`config.mk`:
```
export PLATFORM = sky130hd
export DESIGN_NAME = posit_format_convert
export DESIGN_NICKNAME = d
export VERILOG_FILES = /design/src/rtl/pfc_pkg.sv /design/src/rtl/pfc_front.sv /design/src/rtl/pfc_queue.sv /design/src/rtl/pfc_back.sv /design/src/rtl/posit_format_convert.sv
export SDC_FILE = /design/constraint.sdc
export NUM_CORES = 1
export LEC_CHECK = 0
export BUFFER_PORTS_ARGS = -buffer_cell sky130_fd_sc_hd__buf_2
export CORE_MARGIN = 8
export CORE_UTILIZATION = 40
export CTS_CLUSTER_SIZE = 30
export DETAILED_ROUTE_END_ITERATION = 8
export PLACE_DENSITY = 0.62
export SYNTH_ARGS = -nofsm -noshare
export SYNTH_HDL_FRONTEND = slang
export SYNTH_SLANG_ARGS = --single-unit
```
`constraint.sdc`:
```
create_clock -name clk_i -period 12.4 [get_ports clk_i]
set_input_delay 0.62 -clock clk_i [delete_from_list [all_inputs] [get_ports clk_i]]
set_output_delay 0.62 -clock clk_i [all_outputs]
set_load 0.05 [all_outputs]
```
`src/rtl/pfc_pkg.sv`:
```
`timescale 1ns / 1ps
// ----------------------------------------------------------------------------
// pfc_pkg
// shared types, constants and helpers of the posit format converter
// ----------------------------------------------------------------------------

package pfc_pkg;

  // format limits
  localparam int MaxWidth    = 32;
  localparam int MaxExpWidth = 4;

  // field widths
  localparam int SizeW    = 6;                         // size registers
  localparam int EsW      = 3;                         // exponent size registers
  localparam int CfgDataW = 6;                         // widest register
  localparam int CfgIdxW  = 2;                         // four registers
  localparam int StatusW  = 3;
  localparam int IdxW     = $clog2(MaxWidth);          // bit position in a word
  localparam int KW       = $clog2(MaxWidth) + 1;      // signed regime
  localparam int ExW      = KW + MaxExpWidth + 1;      // signed total exponent

  localparam int QueueDepth = 2;

  // reset values of the registers
  localparam logic [SizeW-1:0] InSizeRst     = SizeW'(16);
  localparam logic [EsW-1:0]   InExpSizeRst  = EsW'(1);
  localparam logic [SizeW-1:0] OutSizeRst    = SizeW'(32);
  localparam logic [EsW-1:0]   OutExpSizeRst = EsW'(2);

  typedef enum logic [CfgIdxW-1:0] {
    REG_IN_SIZE      = 2'd0,
    REG_IN_EXP_SIZE  = 2'd1,
    REG_OUT_SIZE     = 2'd2,
    REG_OUT_EXP_SIZE = 2'd3
  } reg_idx_e;

  typedef enum logic [StatusW-1:0] {
    ST_OK      = 3'd0,
    ST_PARAMS  = 3'd1,
    ST_BADENC  = 3'd2,
    ST_NOEXP   = 3'd3,
    ST_SPECIAL = 3'd4
  } status_e;

  // what the back end has to do with a decoded word
  typedef enum logic [2:0] {
    KIND_PACK    = 3'd0,
    KIND_PARAMS  = 3'd1,
    KIND_BADENC  = 3'd2,
    KIND_ZERO    = 3'd3,
    KIND_NAR     = 3'd4,
    KIND_SAT_MIN = 3'd5,
    KIND_SAT_MAX = 3'd6
  } kind_e;

  typedef struct packed {
    logic [SizeW-1:0] in_size;
    logic [EsW-1:0]   in_exp_size;
    logic [SizeW-1:0] out_size;
    logic [EsW-1:0]   out_exp_size;
  } cfg_t;

  typedef struct packed {
    kind_e                   kind;
    logic                    neg;
    logic signed [KW-1:0]    k2;     // output regime
    logic [MaxExpWidth-1:0]  e2;     // output exponent
    logic [IdxW-1:0]         fsrc;   // input fraction width
    logic [MaxWidth-1:0]     frac;   // input fraction bits
  } dec_t;

  // low n bits set; n above MaxWidth gives all ones
  function automatic logic [MaxWidth-1:0] width_mask(input logic [SizeW-1:0] n);
    logic [MaxWidth:0] t;
    t = (MaxWidth+1)'(1) << n;
    t = t - (MaxWidth+1)'(1);
    return t[MaxWidth-1:0];
  endfunction

endpackage

```
`src/rtl/pfc_front.sv`:
```
`timescale 1ns / 1ps
// ----------------------------------------------------------------------------
// pfc_front
// takes input words, removes the sign and decodes regime, exponent, fraction
// ----------------------------------------------------------------------------

module pfc_front (
  input  logic                           clk_i,
  input  logic                           rst_ni,
  input  pfc_pkg::cfg_t                  cfg_i,
  input  logic                           in_valid_i,
  output logic                           in_ready_o,
  input  logic [pfc_pkg::MaxWidth-1:0]   in_word_i,
  output logic                           dec_valid_o,
  input  logic                           dec_ready_i,
  output pfc_pkg::dec_t                  dec_o
);

  // input stage: magnitude and sign
  logic                          valid_q, valid_d;
  logic [pfc_pkg::MaxWidth-1:0]  mag_q, mag_d;
  logic                          neg_q, neg_d;

  logic [pfc_pkg::MaxWidth-1:0]  in_mask, masked, sign_word;

  always_comb begin
    in_mask   = pfc_pkg::width_mask(cfg_i.in_size);
    masked    = in_word_i & in_mask;
    sign_word = masked >> (cfg_i.in_size - pfc_pkg::SizeW'(1));
    neg_d     = sign_word[0];
    mag_d     = neg_d ? ((~masked + pfc_pkg::MaxWidth'(1)) & in_mask) : masked;
  end

  assign in_ready_o = !valid_q || dec_ready_i;

  always_comb begin
    valid_d = valid_q;
    if (in_ready_o) begin
      valid_d = in_valid_i;
    end
  end

  always_ff @(posedge clk_i or negedge rst_ni) begin
    if (!rst_ni) begin
      valid_q <= 1'b0;
    end else begin
      valid_q <= valid_d;
    end
  end

  always_ff @(posedge clk_i) begin
    if (in_ready_o && in_valid_i) begin
      mag_q <= mag_d;
      neg_q <= neg_d;
    end
  end

  // decode stage
  logic [pfc_pkg::SizeW-1:0]          n1, n2;
  logic [pfc_pkg::EsW-1:0]            es1, es2;
  logic                               params_bad, widen, narrow;
  logic [pfc_pkg::MaxWidth-1:0]       top_word, rv_word, run_word, e_word, f_word;
  logic [pfc_pkg::MaxWidth-1:0]       es2_mask;
  logic                               rv, found, bad;
  logic [pfc_pkg::IdxW-1:0]           idx, fs;
  logic signed [pfc_pkg::ExW-1:0]     n1x, n2x, idxx, kx, ex, k2x, ex_e;
  logic                               sat_min, sat_max;
  pfc_pkg::dec_t                      dec;

  always_comb begin
    n1  = cfg_i.in_size;
    n2  = cfg_i.out_size;
    es1 = cfg_i.in_exp_size;
    es2 = cfg_i.out_exp_size;

    params_bad = (n1 < pfc_pkg::SizeW'(3)) || (n1 > pfc_pkg::SizeW'(pfc_pkg::MaxWidth)) ||
                 (n2 < pfc_pkg::SizeW'(3)) || (n2 > pfc_pkg::SizeW'(pfc_pkg::MaxWidth)) ||
                 (es1 > pfc_pkg::EsW'(pfc_pkg::MaxExpWidth)) ||
                 (es2 > pfc_pkg::EsW'(pfc_pkg::MaxExpWidth));
    widen  = (n2 >= n1) && (es2 >= es1);
    narrow = !widen && (n2 <= n1) && (es2 <= es1);

    top_word = pfc_pkg::MaxWidth'(1) << (n1 - pfc_pkg::SizeW'(1));

    // regime run: first bit below the regime head that differs from it
    rv_word  = mag_q >> (n1 - pfc_pkg::SizeW'(2));
    rv       = rv_word[0];
    run_word = (rv ? ~mag_q : mag_q) & pfc_pkg::width_mask(n1 - pfc_pkg::SizeW'(2));
    found    = 1'b0;
    idx      = '0;
    for (int i = 0; i < pfc_pkg::MaxWidth; i++) begin
      if (run_word[i]) begin
        found = 1'b1;
        idx   = pfc_pkg::IdxW'(i);
      end
    end
    bad = !found || (idx == '0) || (idx < pfc_pkg::IdxW'(es1));

    n1x  = signed'(pfc_pkg::ExW'(n1));
    n2x  = signed'(pfc_pkg::ExW'(n2));
    idxx = signed'(pfc_pkg::ExW'(idx));
    fs   = idx - pfc_pkg::IdxW'(es1);
    e_word = (mag_q >> fs) & pfc_pkg::width_mask(pfc_pkg::SizeW'(es1));
    f_word = mag_q & pfc_pkg::width_mask(pfc_pkg::SizeW'(fs));
    kx = rv ? (n1x - signed'(pfc_pkg::ExW'(3)) - idxx)
            : (idxx - n1x + signed'(pfc_pkg::ExW'(2)));

    // magnitude one is minpos
    if (mag_q == pfc_pkg::MaxWidth'(1)) begin
      kx     = signed'(pfc_pkg::ExW'(2)) - n1x;
      e_word = '0;
      fs     = '0;
      f_word = '0;
    end

    ex   = (kx <<< es1) + signed'(pfc_pkg::ExW'(e_word[pfc_pkg::MaxExpWidth-1:0]));
    k2x  = ex >>> es2;
    es2_mask = pfc_pkg::width_mask(pfc_pkg::SizeW'(es2));
    ex_e = ex & signed'(pfc_pkg::ExW'(es2_mask[pfc_pkg::MaxExpWidth-1:0]));

    sat_min = narrow && (k2x <= (signed'(pfc_pkg::ExW'(2)) - n2x));
    sat_max = narrow && (k2x >= (n2x - signed'(pfc_pkg::ExW'(2))));

    dec.neg  = neg_q;
    dec.k2   = k2x[pfc_pkg::KW-1:0];
    dec.e2   = ex_e[pfc_pkg::MaxExpWidth-1:0];
    dec.fsrc = fs;
    dec.frac = f_word;

    priority if (params_bad || (!widen && !narrow)) begin
      dec.kind = pfc_pkg::KIND_PARAMS;
    end else if (mag_q == '0) begin
      dec.kind = pfc_pkg::KIND_ZERO;
    end else if (mag_q == top_word) begin
      dec.kind = pfc_pkg::KIND_NAR;
    end else if ((mag_q != pfc_pkg::MaxWidth'(1)) && bad) begin
      dec.kind = pfc_pkg::KIND_BADENC;
    end else if (sat_min) begin
      dec.kind = pfc_pkg::KIND_SAT_MIN;
    end else if (sat_max) begin
      dec.kind = pfc_pkg::KIND_SAT_MAX;
    end else begin
      dec.kind = pfc_pkg::KIND_PACK;
    end
  end

  assign dec_valid_o = valid_q;
  assign dec_o       = dec;

endmodule

```
`src/rtl/pfc_queue.sv`:
```
`timescale 1ns / 1ps
// ----------------------------------------------------------------------------
// pfc_queue
// short queue of decoded words between front and back end
// ----------------------------------------------------------------------------

module pfc_queue (
  input  logic           clk_i,
  input  logic           rst_ni,
  input  logic           push_valid_i,
  output logic           push_ready_o,
  input  pfc_pkg::dec_t  push_data_i,
  output logic           pop_valid_o,
  input  logic           pop_ready_i,
  output pfc_pkg::dec_t  pop_data_o
);

  localparam int PtrW = (pfc_pkg::QueueDepth > 1) ? $clog2(pfc_pkg::QueueDepth) : 1;
  localparam int CntW = $clog2(pfc_pkg::QueueDepth + 1);

  pfc_pkg::dec_t   mem_q [pfc_pkg::QueueDepth];
  logic [PtrW-1:0] wr_ptr_q, wr_ptr_d, rd_ptr_q, rd_ptr_d;
  logic [CntW-1:0] count_q, count_d;
  logic            push, pop;

  assign push_ready_o = (count_q != CntW'(pfc_pkg::QueueDepth));
  assign pop_valid_o  = (count_q != '0);
  assign push         = push_valid_i && push_ready_o;
  assign pop          = pop_valid_o && pop_ready_i;
  assign pop_data_o   = mem_q[rd_ptr_q];

  always_comb begin
    wr_ptr_d = wr_ptr_q;
    rd_ptr_d = rd_ptr_q;
    count_d  = count_q;
    if (push) begin
      wr_ptr_d = (wr_ptr_q == PtrW'(pfc_pkg::QueueDepth - 1)) ? '0 : wr_ptr_q + PtrW'(1);
    end
    if (pop) begin
      rd_ptr_d = (rd_ptr_q == PtrW'(pfc_pkg::QueueDepth - 1)) ? '0 : rd_ptr_q + PtrW'(1);
    end
    if (push && !pop) begin
      count_d = count_q + CntW'(1);
    end else if (pop && !push) begin
      count_d = count_q - CntW'(1);
    end
  end

  always_ff @(posedge clk_i or negedge rst_ni) begin
    if (!rst_ni) begin
      wr_ptr_q <= '0;
      rd_ptr_q <= '0;
      count_q  <= '0;
    end else begin
      wr_ptr_q <= wr_ptr_d;
      rd_ptr_q <= rd_ptr_d;
      count_q  <= count_d;
    end
  end

  always_ff @(posedge clk_i) begin
    if (push) begin
      mem_q[wr_ptr_q] <= push_data_i;
    end
  end

  // fill level stays in range
  a_count_range: assert property (@(posedge clk_i) disable iff (!rst_ni)
    count_q <= CntW'(pfc_pkg::QueueDepth))
    else $error("queue count out of range");

  // a word pushed into an empty queue is visible next cycle
  a_push_visible: assert property (@(posedge clk_i) disable iff (!rst_ni)
    (count_q == '0 && push) |=> pop_valid_o)
    else $error("pushed word not visible");

  // a stalled head is not overwritten
  a_head_stable: assert property (@(posedge clk_i) disable iff (!rst_ni)
    (pop_valid_o && !pop_ready_i) |=> $stable(pop_data_o))
    else $error("queue head changed while stalled");

endmodule

```
`src/rtl/pfc_back.sv`:
```
`timescale 1ns / 1ps
// ----------------------------------------------------------------------------
// pfc_back
// repacks a decoded word in the output format into the output register
// ----------------------------------------------------------------------------

module pfc_back (
  input  logic                          clk_i,
  input  logic                          rst_ni,
  input  pfc_pkg::cfg_t                 cfg_i,
  input  logic                          dec_valid_i,
  output logic                          dec_ready_o,
  input  pfc_pkg::dec_t                 dec_i,
  output logic                          out_valid_o,
  input  logic                          out_ready_i,
  output logic [pfc_pkg::MaxWidth-1:0]  out_word_o,
  output pfc_pkg::status_e              out_status_o
);

  logic [pfc_pkg::SizeW-1:0]       n2, pos, run_len, fs2, fsrc;
  logic [pfc_pkg::EsW-1:0]         es2;
  logic signed [pfc_pkg::ExW-1:0]  kx, n2x, pos_raw, kc;
  logic [pfc_pkg::MaxWidth-1:0]    run_word, xr, e_field, f2, xp, x_pack, res_mag, res;
  logic [pfc_pkg::MaxWidth-1:0]    n2_mask, n2m1_mask;
  logic                            noexp, apply_neg;
  pfc_pkg::status_e                st_pack, status;

  always_comb begin
    n2  = cfg_i.out_size;
    es2 = cfg_i.out_exp_size;
    kx  = {{(pfc_pkg::ExW-pfc_pkg::KW){dec_i.k2[pfc_pkg::KW-1]}}, dec_i.k2};
    n2x = signed'(pfc_pkg::ExW'(n2));
    n2_mask   = pfc_pkg::width_mask(n2);
    n2m1_mask = pfc_pkg::width_mask(n2 - pfc_pkg::SizeW'(1));

    // regime field position
    pos_raw = (kx < 0) ? (n2x + kx - signed'(pfc_pkg::ExW'(2)))
                       : (n2x - kx - signed'(pfc_pkg::ExW'(3)));
    pos = (pos_raw < 0) ? '0 : pos_raw[pfc_pkg::SizeW-1:0];
    kc  = (kx > signed'(pfc_pkg::ExW'(pfc_pkg::MaxWidth - 3)))
          ? signed'(pfc_pkg::ExW'(pfc_pkg::MaxWidth - 3)) : kx;
    run_len  = kc[pfc_pkg::SizeW-1:0] + pfc_pkg::SizeW'(2);
    run_word = pfc_pkg::width_mask(run_len) & ~pfc_pkg::MaxWidth'(1);
    xr = ((kx < 0) ? (pfc_pkg::MaxWidth'(1) << pos) : (run_word << pos)) & n2m1_mask;

    // exponent and fraction behind the regime
    noexp   = pos < pfc_pkg::SizeW'(es2);
    fs2     = pos - pfc_pkg::SizeW'(es2);
    fsrc    = pfc_pkg::SizeW'(dec_i.fsrc);
    e_field = (pfc_pkg::MaxWidth'(dec_i.e2) & pfc_pkg::width_mask(pfc_pkg::SizeW'(es2)))
              << fs2;
    f2 = (fs2 >= fsrc) ? (dec_i.frac << (fs2 - fsrc)) : (dec_i.frac >> (fsrc - fs2));
    xp = xr | e_field | (f2 & pfc_pkg::width_mask(fs2));
    x_pack  = noexp ? xr : xp;
    st_pack = noexp ? pfc_pkg::ST_NOEXP : pfc_pkg::ST_OK;

    unique case (dec_i.kind)
      pfc_pkg::KIND_PACK: begin
        res_mag = x_pack;  apply_neg = dec_i.neg; status = st_pack;
      end
      pfc_pkg::KIND_SAT_MIN: begin
        res_mag = pfc_pkg::MaxWidth'(1); apply_neg = dec_i.neg; status = pfc_pkg::ST_OK;
      end
      pfc_pkg::KIND_SAT_MAX: begin
        res_mag = n2m1_mask; apply_neg = dec_i.neg; status = pfc_pkg::ST_OK;
      end
      pfc_pkg::KIND_NAR: begin
        res_mag = n2_mask ^ n2m1_mask; apply_neg = 1'b0; status = pfc_pkg::ST_SPECIAL;
      end
      pfc_pkg::KIND_ZERO: begin
        res_mag = '0; apply_neg = 1'b0; status = pfc_pkg::ST_SPECIAL;
      end
      pfc_pkg::KIND_BADENC: begin
        res_mag = '0; apply_neg = 1'b0; status = pfc_pkg::ST_BADENC;
      end
      pfc_pkg::KIND_PARAMS: begin
        res_mag = '0; apply_neg = 1'b0; status = pfc_pkg::ST_PARAMS;
      end
      default: begin
        res_mag = '0; apply_neg = 1'b0; status = pfc_pkg::ST_PARAMS;
      end
    endcase

    res = (apply_neg ? (~res_mag + pfc_pkg::MaxWidth'(1)) : res_mag) & n2_mask;
  end

  // output register
  logic                          out_valid_q, out_valid_d;
  logic [pfc_pkg::MaxWidth-1:0]  out_word_q;
  pfc_pkg::status_e              out_status_q;

  assign dec_ready_o = !out_valid_q || out_ready_i;

  always_comb begin
    out_valid_d = out_valid_q;
    if (dec_ready_o) begin
      out_valid_d = dec_valid_i;
    end
  end

  always_ff @(posedge clk_i or negedge rst_ni) begin
    if (!rst_ni) begin
      out_valid_q <= 1'b0;
    end else begin
      out_valid_q <= out_valid_d;
    end
  end

  always_ff @(posedge clk_i) begin
    if (dec_ready_o && dec_valid_i) begin
      out_word_q   <= res;
      out_status_q <= status;
    end
  end

  assign out_valid_o  = out_valid_q;
  assign out_word_o   = out_word_q;
  assign out_status_o = out_status_q;

  // zero and NaR carry at most one set bit
  a_special_word: assert property (@(posedge clk_i) disable iff (!rst_ni)
    (out_valid_q && out_status_q == pfc_pkg::ST_SPECIAL) |-> ($countones(out_word_q) <= 1))
    else $error("special result has more than one bit set");

  // error results carry a zero word
  a_error_word: assert property (@(posedge clk_i) disable iff (!rst_ni)
    (out_valid_q && (out_status_q == pfc_pkg::ST_PARAMS ||
                     out_status_q == pfc_pkg::ST_BADENC)) |-> (out_word_q == '0))
    else $error("error result with nonzero word");

endmodule

```
`src/rtl/posit_format_convert.sv`:
```
`timescale 1ns / 1ps
// ----------------------------------------------------------------------------
// posit_format_convert
// re-encodes posit words from the configured input format to the output format
// ----------------------------------------------------------------------------
// path: input stage, queue, output register; throughput: one word per cycle
//   if not stalled; the decode stage and the output register hold one word each
//   and the queue two, so the back end stalls on its own
// reset: format registers return to 16/1 in and 32/2 out, all stages empty
// ----------------------------------------------------------------------------

module posit_format_convert (
  input  logic                                clk_i,
  input  logic                                rst_ni,
  // configuration writes
  input  logic                                cfg_we_i,
  input  logic [pfc_pkg::CfgIdxW-1:0]         cfg_idx_i,
  input  logic [pfc_pkg::CfgDataW-1:0]        cfg_wdata_i,
  // input words
  input  logic                                s_axis_tvalid,
  output logic                                s_axis_tready,
  input  logic [31:0]                         s_axis_tdata,   // posit_in[31:0]
  // result words
  output logic                                m_axis_tvalid,
  input  logic                                m_axis_tready,
  output logic [31:0]                         m_axis_tdata,   // posit_out[31:0]
  output logic [pfc_pkg::StatusW-1:0]         m_axis_tuser    // status[2:0]
);

  // format registers
  logic [pfc_pkg::SizeW-1:0] in_size_q, out_size_q;
  logic [pfc_pkg::EsW-1:0]   in_exp_size_q, out_exp_size_q;
  pfc_pkg::cfg_t             cfg;

  always_ff @(posedge clk_i or negedge rst_ni) begin
    if (!rst_ni) begin
      in_size_q      <= pfc_pkg::InSizeRst;
      in_exp_size_q  <= pfc_pkg::InExpSizeRst;
      out_size_q     <= pfc_pkg::OutSizeRst;
      out_exp_size_q <= pfc_pkg::OutExpSizeRst;
    end else if (cfg_we_i) begin
      unique case (pfc_pkg::reg_idx_e'(cfg_idx_i))
        pfc_pkg::REG_IN_SIZE:      in_size_q      <= cfg_wdata_i[pfc_pkg::SizeW-1:0];
        pfc_pkg::REG_IN_EXP_SIZE:  in_exp_size_q  <= cfg_wdata_i[pfc_pkg::EsW-1:0];
        pfc_pkg::REG_OUT_SIZE:     out_size_q     <= cfg_wdata_i[pfc_pkg::SizeW-1:0];
        pfc_pkg::REG_OUT_EXP_SIZE: out_exp_size_q <= cfg_wdata_i[pfc_pkg::EsW-1:0];
        default: ;
      endcase
    end
  end

  // the user changes formats only while the block is idle (unenforced); all stages read them live
  assign cfg.in_size      = in_size_q;
  assign cfg.in_exp_size  = in_exp_size_q;
  assign cfg.out_size     = out_size_q;
  assign cfg.out_exp_size = out_exp_size_q;

  // front end: sign removal, then regime run detect and field extraction
  logic          fr_valid, fr_ready;
  pfc_pkg::dec_t fr_dec;

  pfc_front u_front (
    .clk_i       (clk_i),
    .rst_ni      (rst_ni),
    .cfg_i       (cfg),
    .in_valid_i  (s_axis_tvalid),
    .in_ready_o  (s_axis_tready),
    .in_word_i   (s_axis_tdata),
    .dec_valid_o (fr_valid),
    .dec_ready_i (fr_ready),
    .dec_o       (fr_dec)
  );

  // decoded words wait here while the output side stalls
  logic          bk_valid, bk_ready;
  pfc_pkg::dec_t bk_dec;

  pfc_queue u_queue (
    .clk_i        (clk_i),
    .rst_ni       (rst_ni),
    .push_valid_i (fr_valid),
    .push_ready_o (fr_ready),
    .push_data_i  (fr_dec),
    .pop_valid_o  (bk_valid),
    .pop_ready_i  (bk_ready),
    .pop_data_o   (bk_dec)
  );

  // back end: regime, exponent and fraction repacking, sign restore
  pfc_pkg::status_e bk_status;

  pfc_back u_back (
    .clk_i        (clk_i),
    .rst_ni       (rst_ni),
    .cfg_i        (cfg),
    .dec_valid_i  (bk_valid),
    .dec_ready_o  (bk_ready),
    .dec_i        (bk_dec),
    .out_valid_o  (m_axis_tvalid),
    .out_ready_i  (m_axis_tready),
    .out_word_o   (m_axis_tdata),
    .out_status_o (bk_status)
  );

  assign m_axis_tuser = bk_status;

endmodule

```
Word-level counts from Yosys, hierarchy flattened:

Memory sizes are Yosys's and may differ from the RTL's.
Cells that the tools add are included.
Widths: inputs -> output; s select.

* flip-flop bits (word level): 92
* memory bits (writable): 102
* memories: 1

Memories
* u_queue.mem_q: depth 2, width 51, rd ports 1, clocked after memory_dff 0, write ports 1, RTL line pfc_queue.sv:21 `pfc_pkg::dec_t mem_q [pfc_pkg::QueueDepth];`

* $add $sub $neg: 35
* order comparisons: 18
* equal/unequal tests: 12
* shifts and indexed selects: 20
* mux-type cells: 93
* bitwise operators: 16
* reductions and logical operators: 42

Operator list (number)
* $shl 1x6->32 const A: 8
* $sub 32x1->32 const B: 8
* $and 32x32->32: 7
* $mux 32: 7
* $pmux 32 s4: 1
* $not 32->32: 3
* $shl 32x6->32: 3
* $mux 5: 17
* $add 32x1->32 const B: 2
* $or 32x32->32: 2
* $shr 32x6->1: 2
* $mux 1: 38
* $mux 4: 9
* $mux 11: 3
* $and 4x32->32: 1
* $eq 32x1->1 const B: 1
* $eq 32x32->1: 1
* $logic_not 32->1: 1
* $ne 32x1->1 const B: 1
* $shl 1x3->32 const A: 1
* $shl 1x5->32 const A: 1
* $shr 32x5->4: 1
* $shr 32x6->32: 1
* $xor 32x32->32: 1
* other kinds (57): 116

Depth between registers and ports, before layout:

* word-level depth: 50
* mapped depth: 60
* depth with buffers taken out: 53

Cells and area by module:

Synthesis repeated with hierarchy kept, for this count alone.

* cell total of the unflattened synthesis: 4153
* area, all modules: 31821.8 um^2

Modules (own cells, without submodules)
* pfc_back: times used 1, cells each 2113, area each 14196.1 um^2, seq. area each 1076.0 um^2
* pfc_front: times used 1, cells each 1823, area each 12798.5 um^2, seq. area each 1016.0 um^2
* pfc_queue: times used 1, cells each 177, area each 4126.5 um^2, seq. area each 3163.0 um^2
* posit_format_convert: times used 1, cells each 40, area each 700.7 um^2, seq. area each 455.4 um^2

Least setup slack after synthesis:

OpenSTA, ideal clock, no wires.

* path kind: flip-flop to flip-flop
* start point: register u_queue.rd_ptr_q
* end point: register u_back.out_word_q (netlist bit u_back.out_word_o[29]), data pin
* arrival: 11.005 ns
* required time: 12.145 ns
* path slack: 1.141 ns
* cell stages (with the launch flop): 47
* path buffers: 16
* clock period less this slack: 11.259 ns
* cells stage by stage: dfrtp_1 buf_6 buf_6 buf_4 buf_6 buf_6 buf_2 buf_2 clkbuf_1 mux2_2 inv_1 ha_1 buf_4 a21o_1 a21oi_2 mux2_2 a21boi_2 a21boi_4 [11 not listed] clkbuf_1 ha_1 or2_2 o211ai_1 clkbuf_1 clkbuf_1 nand2_1 a32oi_1 o21ai_0 a2bb2oi_1 o311ai_0 a222oi_1 nand3_1 or4b_4 nor4_4 a41oi_1 xor2_1 and2_1

* word-level cells in the longest chain between the ends: 18
* elaborated cells between the ends (all ways): 45

Ends and longest elaborated chain
* start: declaration: RTL line pfc_queue.sv:22 `logic [PtrW-1:0] wr_ptr_q, wr_ptr_d, rd_ptr_q, rd_ptr_d;`
* start signal: assignment: RTL line pfc_queue.sv:56 `rd_ptr_q <= rd_ptr_d;`
* $mem_v2 2x51 *
* $sub 7x6->8 / $add 7x6->8 (equally long branches): RTL line pfc_back.sv:38, pfc_back.sv:37
* $sub 11x3->11 (on tied branches): RTL line pfc_back.sv:38, pfc_back.sv:37
* $mux 11: RTL line pfc_back.sv:37 `pos_raw = (kx < 0) ? (n2x + kx - signed'(pfc_pkg::ExW'(2)))`
* $lt 11x1->1: RTL line pfc_back.sv:39 `pos = (pos_raw < 0) ? '0 : pos_raw[pfc_pkg::SizeW-1:0];`
* $mux 6: RTL line pfc_back.sv:39
* $sub 6x3->6: RTL line pfc_back.sv:48 `fs2 = pos - pfc_pkg::SizeW'(es2);`
* $sub 5x6->6 / $sub 6x5->6 (equally long branches): RTL line pfc_back.sv:52 `f2 = (fs2 >= fsrc) ? (dec_i.frac << (fs2 - fsrc)) : (dec_i.frac >> (fsrc - fs2));`
* [3 not listed]
* $or 32x32->32: RTL line pfc_back.sv:53 `xp = xr | e_field | (f2 & pfc_pkg::width_mask(fs2));`
* $mux 32: RTL line pfc_back.sv:54 `x_pack = noexp ? xr : xp;`
* $pmux 32 s4: RTL line pfc_back.sv:57 `unique case (dec_i.kind)`
* $not 32->32: RTL line pfc_back.sv:84 `res = (apply_neg ? (~res_mag + pfc_pkg::MaxWidth'(1)) : res_mag) & n2_mask;`
* $add 32x1->32: RTL line pfc_back.sv:84
* $mux 32 *: RTL line pfc_back.sv:84
* $and 32x32->32 *: RTL line pfc_back.sv:84
* named net u_back.res, one bit: RTL line pfc_back.sv:23 `logic [pfc_pkg::MaxWidth-1:0] run_word, xr, e_field, f2, xp, x_pack, res_mag, res;`
* end signal: assignment: RTL line pfc_back.sv:111 `out_word_q <= res;`
* end: declaration: RTL line pfc_back.sv:89 `logic [pfc_pkg::MaxWidth-1:0] out_word_q;`

Mark *: on every way through the listed nets, which the timed path passes. The rest lies on a longest branch.
A chain may end at the register's enable or synchronous reset.

Final worst setup path:

* start point: register u_queue.rd_ptr_q
* end point: register u_back.out_word_q (netlist bit u_back.out_word_o[27]), data pin

Same word-level chain as after synthesis.

==> flow_summary.json <==
{
  "run_status": "finished clean",
  "ioPinCount": 82,
  "avgRoutedWirePerCell_um": 26.9,
  "worst_pin_slew_ns": 1.26,
  "report.final.setup_viol": 0,
  "tritoncts.num_buffers": 17,
  "ys_top_cells_by_area": "sky130_fd_sc_hd__edfxtp_1 16%, sky130_fd_sc_hd__mux4_2 6.3%, sky130_fd_sc_hd__nor2_1 6.2%",
  "cts_tree": "done",
  "clock_pin_slew_of_the_registers_on_the_worst_case_setup_and_hold_paths_ns": 0.09,
  "vias_in_the_first_global_route": 31898,
  "route.detailed.vias_per_inst": 6.79,
  "worst_case_hold_slack_ns": 0.108,
  "mostFrequentLayoutCells": "518 x sky130_fd_sc_hd__nor2_1, 399 x sky130_fd_sc_hd__nand2_1, 274 x sky130_fd_sc_hd__a21oi_1",
  "worstPathArrival_ns": 11.86,
  "critPathRequiredTime_ns": 12.68,
  "drc": 0,
  "fmax_mhz": 86.4,
  "die_area_um2": 88300,
  "fillers": 8207,
  "ctsLongestPathBuffers": 2,
  "maximum_cell_stage_delay_along_the_critical_path_ns": 0.87,
  "netlist_area_um2": 31600,
  "tns_ns": 0,
  "timing.final.ws_setup_ns": 0.828,
  "postSynthCellCount": 4163,
  "core_area_um2": 78600,
  "layout_commonest_cell": "sky130_fd_sc_hd__nor2_1",
  "postSynthAreaPerCell_um2": 7.60,
  "layout-area-overhead-vs-synth_pct": 6.76,
  "proportion_of_layout_cells_with_a_drive_suffix_above_1": 0.126,
  "ffs_latches_synth": 194,
  "floorplan.die.width_um": 297,
  "timing.setup.critical_path_class": "reg2reg",
  "finalHoldViolCount": 0,
  "worst_clock_skew_ns": 0.0217,
  "grt_first_pass_wirelength_um": 206000,
  "grtUsageTotal": 0.295,
  "grt_start_max_net_pins": 57,
  "h_tree_levels": 4,
  "ctsRootBufferMaster": "sky130_fd_sc_hd__clkbuf_16",
  "max_slew_margin": 0.156,
  "die_height_um": 297,
  "final_core_utilization": 0.430,
  "setup.worst_path.end_class": "flop",
  "rsz0062_at_grt": "no",
  "postRouteWirelength_um": 138000,
  "critical-path-top-cell-by-count": "sky130_fd_sc_hd__inv_1",
  "area_share_of_the_largest_cell_type_after_synthesis": 0.161,
  "initial_core_util": 0.402,
  "standard_cell_rows": 103,
  "number_of_antenna_violations_at_the_first_check_in_global_routing": 5,
  "synth.largest_area_cell": "sky130_fd_sc_hd__edfxtp_1",
  "yosysWarnings": 0,
  "io_buffer_count": 81,
  "dp_hpwl_um": 107000,
  "timing.final.crit_period_ns": 11.57,
  "drtAntennaViolNets": 0,
  "critical_path.max_fanout": 18,
  "overflow": 0,
  "dpl_worst_slack_ns": 0.935,
  "top_flip_flop_cell_by_instance_count_after_synthesis": "sky130_fd_sc_hd__edfxtp_1",
  "drv.max_cap_violation_count": 0,
  "min-delay-path-class": "in2async",
  "crit_path_start_kind": "flop",
  "ys_async_sr_fraction": 0.124,
  "clock_sink_count": 194,
  "gpl.final_weighted_congestion": 1.08,
  "post-route-period-util": 0.933,
  "drt-initial-drc-count": 4573,
  "slowest_stage": "sky130_fd_sc_hd__fa_1",
  "cts_hold_buffers": 0,
  "edff_count_synth": 170,
  "clock_latency_ns": 0.51,
  "antenna-diode-count": 0,
  "fin_nets": 4254,
  "detail_route.first_pass.iterations": 7,
  "via_count": 34991,
  "yosysUniqueCellTypes": 127,
  "seq_area_frac_synth": 0.181,
  "maxSlewViolCount": 0
}
==> metrics by stage <==
step | std cells | instance area, um^2
global route | 5154 | 33800
global placement | 5122 | 33100
detailed placement | 5122 | 33100
finish | 5154 | 33800
CTS | 5154 | 33700
floorplan | 4164 | 31600
==> cell type report <==
cell class	count	area, um^2	share of cell area
Timing Repair Buffer	202	1320	0.0390
Clock inverter	14	174	0.00515
Multi-Input combinational cell	3545	24300	0.720
Sequential cell	194	5710	0.169
Tap cell	1050	1310	0.0389
Clock buffer	18	429	0.0127
Inverter	131	495	0.0147
==> cells by family (layout without fill, tap and decap cells) <==
family / count (synthesis) / after routing / synth area share
xor+xnor: 222 / 222 / 0.0630
buf+inv: 425 / 365 / 0.0552
simple gates: 1673 / 1673 / 0.253
fa+ha+maj: 120 / 120 / 0.0494
other cells: 1 / 2 / 0.000119
compound gates: 1265 / 1265 / 0.277
flops: 194 / 194 / 0.181
mux: 263 / 263 / 0.122
==> flip-flops by register name, indices dropped and copies added (netlist names) <==
name	count
u_front.neg_q	1
u_queue.mem_q	102
u_queue.rd_ptr_q	1
u_queue.count_q	2
u_back.out_status_o	3
out_size_q	6
u_front.dec_valid_o	1
u_back.out_valid_o	1
in_size_q	6
u_front.mag_q	32
u_back.out_word_o	32
in_exp_size_q	3
u_queue.wr_ptr_q	1
out_exp_size_q	3
==> per-layer routing <==
layer / vias to the layer above / GRT usage / share of wire
li1: 15632 / - / -
met1: 16853 / 0.417 / 0.43
met2: 2145 / 0.439 / 0.43
met3: 357 / 0.0650 / 0.10
met4: 4 / 0.105 / 0.039
met5: - / 0 / 0.00035
==> what timing repair did <==
| item | 4_1_cts | 5_1_grt |
|---|---|---|
| endpoints found under the hold margin | 0 | 0 |
| setup endpoints to repair | 0 | 4 |
| buffers inserted | 0 | 0 |
| resized for setup | 0 | 8 |
==> worst paths after layout <==
path	cells after the start	to	startpoint	slack, ns
min	1	u_back.out_valid_o	rst_ni	0.11
max	34	u_back.out_word_o[27]	u_queue.rd_ptr_q	0.83
max in group asynchronous	1	u_queue.rd_ptr_q	rst_ni	11.83
min reg2reg	1	u_queue.wr_ptr_q	u_queue.wr_ptr_q	0.56
min in group clk_i	2	u_front.dec_valid_o	s_axis_tvalid	0.31
max reg2reg	34	u_back.out_word_o[27]	u_queue.rd_ptr_q	0.83
==> cells in the mapped netlist, drive strengths merged, types with 63 or more instances <==
library cell / n
a31oi: 63
a211oi: 101
nor2: 523
clkbuf: 211
mux2i: 118
xor2: 72
a21oi: 280
xnor2: 149
ha: 109
nand3: 144
nor3: 182
inv: 122
nand2: 399
edfxtp: 170
mux4: 89
buf: 83
o211ai: 79
o21ai: 253
==> worst max-delay path: cells and delay by family, from the launching register on <==
kind / cells / cell delay [ns]
fa+ha+maj: 6 / 2.63
simple gates: 8 / 2.74
compound gates: 9 / 2.50
flops: 1 / 0.59
xor+xnor: 2 / 0.92
buf+inv: 7 / 1.18
mux: 2 / 0.75
Power is not shown: default switching activity piles up to over one toggle a cycle in this logic, so the estimate is an artifact.
